--- src/design/wlsp_pkg.sv ---
// Shared types, constants and codes of the weight-limited shortest path block.
package wlsp_pkg;

    localparam int FUNC_W        = 2;
    localparam int NODE_IN_W     = 10;
    localparam int LEN_W         = 16;
    localparam int WT_W          = 16;
    localparam int DIST_W        = 26;
    localparam int DEF_MAX_NODES = 1024;
    localparam int DEF_MAX_EDGES = 4096;

    localparam logic [DIST_W-1:0] DIST_INF = {DIST_W{1'b1}};

    typedef enum logic [FUNC_W-1:0] {
        FUNC_ADD  = 2'd0,
        FUNC_RUN  = 2'd1,
        FUNC_READ = 2'd2
    } t_func;

    typedef enum logic [4:0] {
        S_INIT, S_IDLE, S_ADD_CHK, S_LINK_A, S_HEAD_B, S_LINK_B,
        S_RUN_CLR, S_START, S_SCAN, S_SCAN_END, S_PICK, S_LINK_GET,
        S_EDGE_CHK, S_EDGE_GOT, S_RELAX, S_READ_RD, S_READ_FIN, S_DONE
    } t_state;

    typedef enum logic [4:0] {
        OP_NONE, OP_LOAD, OP_CLEAR_ALL, OP_CLEAR_RUN, OP_ADD_CHK,
        OP_LINK_A, OP_HEAD_RD_B, OP_LINK_B, OP_START, OP_SCAN_INIT,
        OP_SCAN, OP_SCAN_END, OP_SETTLE, OP_LINK_GET, OP_EDGE_RD,
        OP_EDGE_GOT, OP_RELAX, OP_READ_RD, OP_READ_FIN, OP_PUSH
    } t_op;

    typedef struct packed {
        t_op op;
    } t_cmd;

    typedef struct packed {
        logic ctr_last;
        logic full;
        logic a_ok;
        logic b_ok;
        logic found;
        logic link_ok;
        logic out_busy;
    } t_sts;

endpackage

--- src/design/wlsp_ctrl.sv ---
// Controller state machine that sequences the datapath of the shortest path block.
module wlsp_ctrl (
    input  logic                        i_clk,
    input  logic                        i_rst_n,
    input  logic                        i_valid,
    input  logic [wlsp_pkg::FUNC_W-1:0] i_func,
    input  wlsp_pkg::t_sts              i_sts,
    output wlsp_pkg::t_cmd              o_cmd,
    output logic                        o_stall
);
    import wlsp_pkg::*;

    t_state r_state, n_state;

    always_ff @(posedge i_clk) begin
        if (!i_rst_n) begin
            r_state <= S_INIT;
        end else begin
            r_state <= n_state;
        end
    end

    assign o_stall = (r_state != S_IDLE);

    always_comb begin
        n_state  = r_state;
        o_cmd.op = OP_NONE;
        case (r_state)
            S_INIT: begin
                o_cmd.op = OP_CLEAR_ALL;
                if (i_sts.ctr_last) n_state = S_IDLE;
            end
            S_IDLE: begin
                if (i_valid) begin
                    o_cmd.op = OP_LOAD;
                    case (t_func'(i_func))
                        FUNC_ADD:  n_state = S_ADD_CHK;
                        FUNC_RUN:  n_state = S_RUN_CLR;
                        FUNC_READ: n_state = S_READ_RD;
                        default:   n_state = S_DONE;
                    endcase
                end
            end
            S_ADD_CHK: begin
                o_cmd.op = OP_ADD_CHK;
                if (i_sts.full || !(i_sts.a_ok && i_sts.b_ok)) n_state = S_DONE;
                else n_state = S_LINK_A;
            end
            S_LINK_A: begin
                o_cmd.op = OP_LINK_A;
                n_state  = S_HEAD_B;
            end
            S_HEAD_B: begin
                o_cmd.op = OP_HEAD_RD_B;
                n_state  = S_LINK_B;
            end
            S_LINK_B: begin
                o_cmd.op = OP_LINK_B;
                n_state  = S_DONE;
            end
            S_RUN_CLR: begin
                o_cmd.op = OP_CLEAR_RUN;
                if (i_sts.ctr_last) n_state = S_START;
            end
            S_START: begin
                o_cmd.op = OP_START;
                n_state  = i_sts.a_ok ? S_SCAN : S_DONE;
            end
            S_SCAN: begin
                o_cmd.op = OP_SCAN;
                if (i_sts.ctr_last) n_state = S_SCAN_END;
            end
            S_SCAN_END: begin
                o_cmd.op = OP_SCAN_END;
                n_state  = S_PICK;
            end
            S_PICK: begin
                if (i_sts.found) begin
                    o_cmd.op = OP_SETTLE;
                    n_state  = S_LINK_GET;
                end else begin
                    n_state = S_DONE;
                end
            end
            S_LINK_GET: begin
                o_cmd.op = OP_LINK_GET;
                n_state  = S_EDGE_CHK;
            end
            S_EDGE_CHK: begin
                if (i_sts.link_ok) begin
                    o_cmd.op = OP_EDGE_RD;
                    n_state  = S_EDGE_GOT;
                end else begin
                    o_cmd.op = OP_SCAN_INIT;
                    n_state  = S_SCAN;
                end
            end
            S_EDGE_GOT: begin
                o_cmd.op = OP_EDGE_GOT;
                n_state  = S_RELAX;
            end
            S_RELAX: begin
                o_cmd.op = OP_RELAX;
                n_state  = S_EDGE_CHK;
            end
            S_READ_RD: begin
                o_cmd.op = OP_READ_RD;
                n_state  = S_READ_FIN;
            end
            S_READ_FIN: begin
                o_cmd.op = OP_READ_FIN;
                n_state  = S_DONE;
            end
            S_DONE: begin
                if (!i_sts.out_busy) begin
                    o_cmd.op = OP_PUSH;
                    n_state  = S_IDLE;
                end
            end
            default: begin
                n_state = S_IDLE;
            end
        endcase
    end

endmodule

--- config.mk ---
export PLATFORM = sky130hd
export DESIGN_NAME = wlsp_ctrl
export DESIGN_NICKNAME = d
export VERILOG_FILES = /design/src/design/wlsp_pkg.sv /design/src/design/wlsp_ctrl.sv
export SDC_FILE = /design/constraint.sdc
export NUM_CORES = 1
export LEC_CHECK = 0
export ABC_CLOCK_PERIOD_IN_PS = 2000
export BUFFER_PORTS_ARGS = -buffer_cell sky130_fd_sc_hd__buf_2
export CAP_MARGIN = 20
export CORE_MARGIN = 2
export CORE_UTILIZATION = 40
export CTS_BUF_LIST = sky130_fd_sc_hd__clkbuf_8
export CTS_CLUSTER_DIAMETER = 150
export DETAILED_ROUTE_END_ITERATION = 16
export SYNTH_ARGS = -nofsm -noshare
export SYNTH_HDL_FRONTEND = slang
export SYNTH_SLANG_ARGS = --single-unit
--- constraint.sdc ---
create_clock -name i_clk -period 2 [get_ports i_clk]
set_clock_uncertainty 0.1 [all_clocks]
set_input_delay 0.2 -clock i_clk [delete_from_list [all_inputs] [get_ports i_clk]]
set_output_delay 0.2 -clock i_clk [all_outputs]
set_load 0.05 [all_outputs]
=== Word-level counts from Yosys, hierarchy flattened ===
Cells that the tools add are included.

* Memory bits (read-only): 0
* Latch bits: 0
* Output and inout port bits: 6
* Bits in registers: 5
* Memories: 0
* Logic and storage cells: 50
* Memory bits (writable): 0

* Muxes and demuxes: 16
* $lt $le $gt $ge: 0
* Add/sub/neg operators: 0
* Shifts and indexed selects: 0
* Bitwise logic cells: 0
* Reduce and logical (&&, ||, !) cells: 8
* $mul: 0
* Div/mod/pow operators: 0
* Equality and inequality tests: 25

{| class="wikitable"
|+ Operators with widths
! kind !! number
|-
| $pmux 5 s18 || 1
|-
| $pmux 5 s16 || 1
|-
| $mux 5 || 9
|-
| $eq 5x4->1 const B || 8
|-
| $eq 5x3->1 const B || 4
|-
| $pmux 5 s3 || 1
|-
| $eq 5x2->1 const B || 2
|-
| $eq 5x5->1 const B || 2
|-
| $ne 2x2->1 const B || 5
|-
| $mux 3 || 2
|-
| $eq 5x1->1 const B || 1
|-
| $logic_not 5->1 || 1
|-
| $ne 5x1->1 const B || 1
|-
| $reduce_and 5->1 || 1
|-
| $mux 4 || 1
|-
| $reduce_or 2->1 || 2
|-
| $eq 2x1->1 const B || 1
|-
| $eq 2x2->1 const B || 1
|-
| $logic_not 2->1 || 1
|-
| $logic_and 1x1->1 || 1
|-
| $logic_not 1->1 || 1
|-
| $logic_or 1x1->1 || 1
|-
| $mux 1 || 1
|}

=== Longest topological paths before layout ===
* Depth after elaboration: 5
* Depth in mapped cells: 7

=== Worst setup path before layout ===
Ideal clock, no wire load.

* Kind: reg-to-output
* Start: register r_state[4]
* End: output port o_cmd[4] in the netlist's numbering
* Slack: -0.232 ns
* Buffers on the path: 2
* Arrival: 1.932 ns
* Cell stages (with the launch flop): 5
* Cell sequence: dfxtp_1 > buf_2 > clkbuf_1 > o21ai_0 > o21ai_0

{| class="wikitable"
|+ RTL lines
! what !! RTL line !! text
|-
| start, declared || wlsp_ctrl.sv:13 || <nowiki>t_state r_state, n_state;</nowiki>
|-
| start signal, assigned || wlsp_ctrl.sv:19 || <nowiki>r_state <= n_state;</nowiki>
|-
| end, declared || wlsp_ctrl.sv:8 || <nowiki>output wlsp_pkg::t_cmd o_cmd,</nowiki>
|}

==> out/results.txt <==
In this run the worst hold path is classified as input port to register. Global-route wire length before repair: 3310 um. The path with the worst hold slack has its endpoint at r_state[1]. Along the worst hold path, the cell count comes to 3.

The tools report the number of pins exceeding their max-slew limit in the final report as 0. In the routed design, unresolved DRC markers number 0. The area of all placed cells without fillers was 975 um^2; the ratio of cells with drive above 1 in the final layout was 30.7%. The commonest cells after synthesis are 14 x sky130_fd_sc_hd__nor2_1, 9 x sky130_fd_sc_hd__o21ai_0, 8 x sky130_fd_sc_hd__buf_2, 8 x sky130_fd_sc_hd__nand2_1, 7 x sky130_fd_sc_hd__a21oi_1. The tools report the endpoint type of the worst setup path as an output port. For the final total negative setup slack, the log shows 0 ns. Routability-driven placement finished with a final weighted congestion of 0.918. Share of synthesized area occupied by flip-flops and latches: 13.0%. The final-report setup violation count is 0, and the horizontal die dimension is 47.9 um. The startpoint identified for the worst hold timing path is i_rst_n. The ratio of final minimum period to clock period works out to 95.7%. Across all hold checks on the routed design, the worst slack comes to 0.234 ns. The sequential power share was 19.9%.

The number of nets in the synthesized netlist is 131. Setup repair after global routing left no endpoint under its margin. The logs give 0 for the Yosys warning count and 30.1% for the met2 global-route usage.

The power density relative to cell area is 637 mW/mm^2, and the number of different library cells in the post-synthesis netlist is 41. The synthesized design contains 5 register bits. The final standard cell count with taps included and fillers excluded was 162; the number of antenna cells inserted was 0. Along the worst path, the maximum fanout reaches 12. Routed length per placed instance: 12.9 um.

The area of the die was 0.00229 mm^2; the clock net sink count was 5. The run gives 1610 um as the placed wire-length estimate after detailed placement. The maximum frequency from static timing analysis was 0.523 GHz. For the filler cell count in the final layout, the log shows 181.

The H-tree level count was 1; the worst-case register-to-register setup slack was 0.28 ns. Once the clock tree was built, the setup fixing pass inserted 0 buffers. In this run the most used layer during global routing was met2. The least setup slack across all paths after layout was 0.0866 ns; the number of enable flip-flop cells after synthesis was 0.

Headroom to the max-slew limit came out at 65.0%. In this run the critical register-to-register path is launched from r_state[1]. The largest registers in the layout are r_state (5). Number of global-route vias before repair: 789. The tools report the maximum root-to-sink buffer count as 2. Counting the buffers created by CTS gives 3. The DRC marker count from the first detailed-route iteration was 30; the final critical-path required period was 1.91 ns. The tool flagged a number of max-cap violations equal to 0.

The top-level port count was 18; the internal power summed over all cells was 0.363 mW. The area of placed instances came out at 925 um^2. For the post-placement cell count, the log shows 158. The number of flip-flops under the largest register name came out at 5. After layout, the design draws a total of 0.621 mW. The routed design has 2080 um of wire. The run finished with clean final reports. The insertion delay of the later-clocked pin in the worst-skew pair came out at 0.21 ns. The number of port buffers came out at 17.

The switching share of power came out at 41.5%. A synthesized cell averages 6.58 um^2. In this run the remaining antenna-violating nets after routing total 0. TritonCTS built the clock tree. The fraction of power consumed by combinational cells was 51.9%.

By area the synthesized netlist is led by sky130_fd_sc_hd__dfxtp_1 13%, sky130_fd_sc_hd__nor2_1 6.8%, sky130_fd_sc_hd__o21ai_0 5.9%. The first detailed-routing pass took 4 iterations. Global routing used 6.42% of the available met3 tracks. The met1 global-route usage was 28.2%; the pre-CTS setup slack was 0.242 ns. Using the TritonRoute via totals, the vias-per-cell ratio works out to 5.78. The core region is 0.00176 mm^2.

The tools report the effective utilization at floorplan as 43.6%. The endpoint identified for the worst register-to-register timing path is r_state[1]. The run gives 152 as the number of nets in the layout. The final standard cell utilization of the core was 55.2%.

In the synthesized netlist the async set-or-reset flop fraction comes to 0%. Per report_power, the clock group accounts for 28.2% of the total. For the worst setup path, the data required time is 1.70 ns. The pin count of the biggest net entering global routing was 15. The peak ir drop on the vdd network was 0.353 mV; the count of vias placed by the detailed router was 936.

The tools report the number of antenna violations at the first check in global routing as 0. The biggest area contributor in the post-synthesis netlist is sky130_fd_sc_hd__dfxtp_1. Synthesis handed over a netlist of 117 instances. Summed over all cells, the static leakage comes to 0.402 nW. Library cell used as clock root buffer: sky130_fd_sc_hd__clkbuf_8. Most common flop cell mapped by yosys: sky130_fd_sc_hd__dfxtp_1. The share of the synthesized area in the top cell type is 13.0%. The arrival time at the worst endpoint is 1.61 ns, and the depth of the worst register-to-register path is 5. The clock transition at the register clock pins on the worst setup and hold paths after CTS was 0.03 ns; the overall global routing resource usage was 19.9%. The register with the most flip-flops in the final layout is r_state. For this design the total switching power over the nets is 0.258 mW.

The slew of the pin with the lowest slew margin was 0.524 ns; the leftover overflow at the end of global routing was 0. By instance count, the leading cell after synthesis is sky130_fd_sc_hd__nor2_1. The worst setup path is of the register to output port kind. Number of failing hold endpoints at the final stage: 0. The synthesized cell area is 769 um^2, and the area added between synthesis and finish is 26.7%.

The run gives 15 as the number of placement rows. The worst setup path is launched from a register. The vertical die dimension works out to 47.9 um.
## cell usage in the layout, fill, tap and decap left out, types with 2 or more instances in the layout
| cell | n |
|---|---|
| sky130_fd_sc_hd__a31oi_1 | 3 |
| sky130_fd_sc_hd__dfxtp_2 | 2 |
| sky130_fd_sc_hd__a21oi_1 | 7 |
| sky130_fd_sc_hd__o22ai_2 | 2 |
| sky130_fd_sc_hd__nor2_1 | 13 |
| sky130_fd_sc_hd__ha_1 | 2 |
| sky130_fd_sc_hd__inv_1 | 6 |
| sky130_fd_sc_hd__o21a_1 | 3 |
| sky130_fd_sc_hd__nor3_1 | 4 |
| sky130_fd_sc_hd__nand2b_1 | 4 |
| sky130_fd_sc_hd__dfxtp_1 | 3 |
| sky130_fd_sc_hd__buf_4 | 9 |
| sky130_fd_sc_hd__buf_2 | 16 |
| sky130_fd_sc_hd__nand3_1 | 5 |
| sky130_fd_sc_hd__o22ai_1 | 3 |
| sky130_fd_sc_hd__a32oi_1 | 3 |
| sky130_fd_sc_hd__nand2_1 | 8 |
| sky130_fd_sc_hd__nand3b_1 | 2 |
| sky130_fd_sc_hd__o21ai_1 | 7 |
| sky130_fd_sc_hd__o21ai_0 | 8 |
| sky130_fd_sc_hd__clkbuf_8 | 3 |
## critical path: stages (launching register included)
cell and delay (ns):
sky130_fd_sc_hd__dfxtp_1 0.64, sky130_fd_sc_hd__and3b_1 0.32, sky130_fd_sc_hd__nand2_1 0.07, sky130_fd_sc_hd__o211ai_1 0.08
sky130_fd_sc_hd__buf_2 0.29
## how the worst max path moves through the flow
stage	from	end	slack, ns	depth (start not counted)
after CTS	r_state[3]	o_cmd[0]	0.05	5
after global routing	r_state[0]	o_cmd[0]	0.008	7
after floorplan	r_state[0]	o_cmd[1]	0.007	7
after global placement	r_state[3]	r_state[0]	0.25	5
after detailed placement	r_state[3]	r_state[1]	0.24	5
final	r_state[1]	o_cmd[1]	0.09	4
## power groups by stage
stage	sequential, mW	combinational [mW]	clock (mW)
6_report	0.124	0.322	0.175
3_5_place_dp	0.125	0.316	0
2_1_floorplan	0.114	0.253	0
5_1_grt	0.125	0.346	0.193
3_3_place_gp	0.125	0.317	0
4_1_cts	0.123	0.317	0.179
## per-layer routing
layer / vias to the layer above / wire length, um
met5: - / 0
met4: 0 / 0
met3: 0 / 124
met2: 36 / 954
met1: 424 / 1000
li1: 476 / -
## cell type report
type / instances / area, um^2 / area share, %
Timing Repair Buffer: 26 / 168 / 17.2
Clock inverter: 1 / 3.75 / 0.385
Sequential cell: 5 / 103 / 10.5
Tap cell: 25 / 31.3 / 3.21
Clock buffer: 3 / 41.3 / 4.24
Multi-Input combinational cell: 96 / 606 / 62.1
Inverter: 6 / 22.5 / 2.31
## cell families after synthesis
group,Yosys count,synth area share [%]
AO/OA/AOI/OAI,46,41.5
XOR/XNOR,1,1.14
adder cells (fa/ha/maj),2,3.25
buffers and inverters,16,9.59
flip-flops,5,13.0
AND/OR/NAND/NOR,47,31.5
## timing repair
action	in CTS	in global routing
hold buffers	0	0
gates resized for setup	0	4
setup endpoints to repair	0	4
Note: power is estimated with default switching activity, not from simulation.
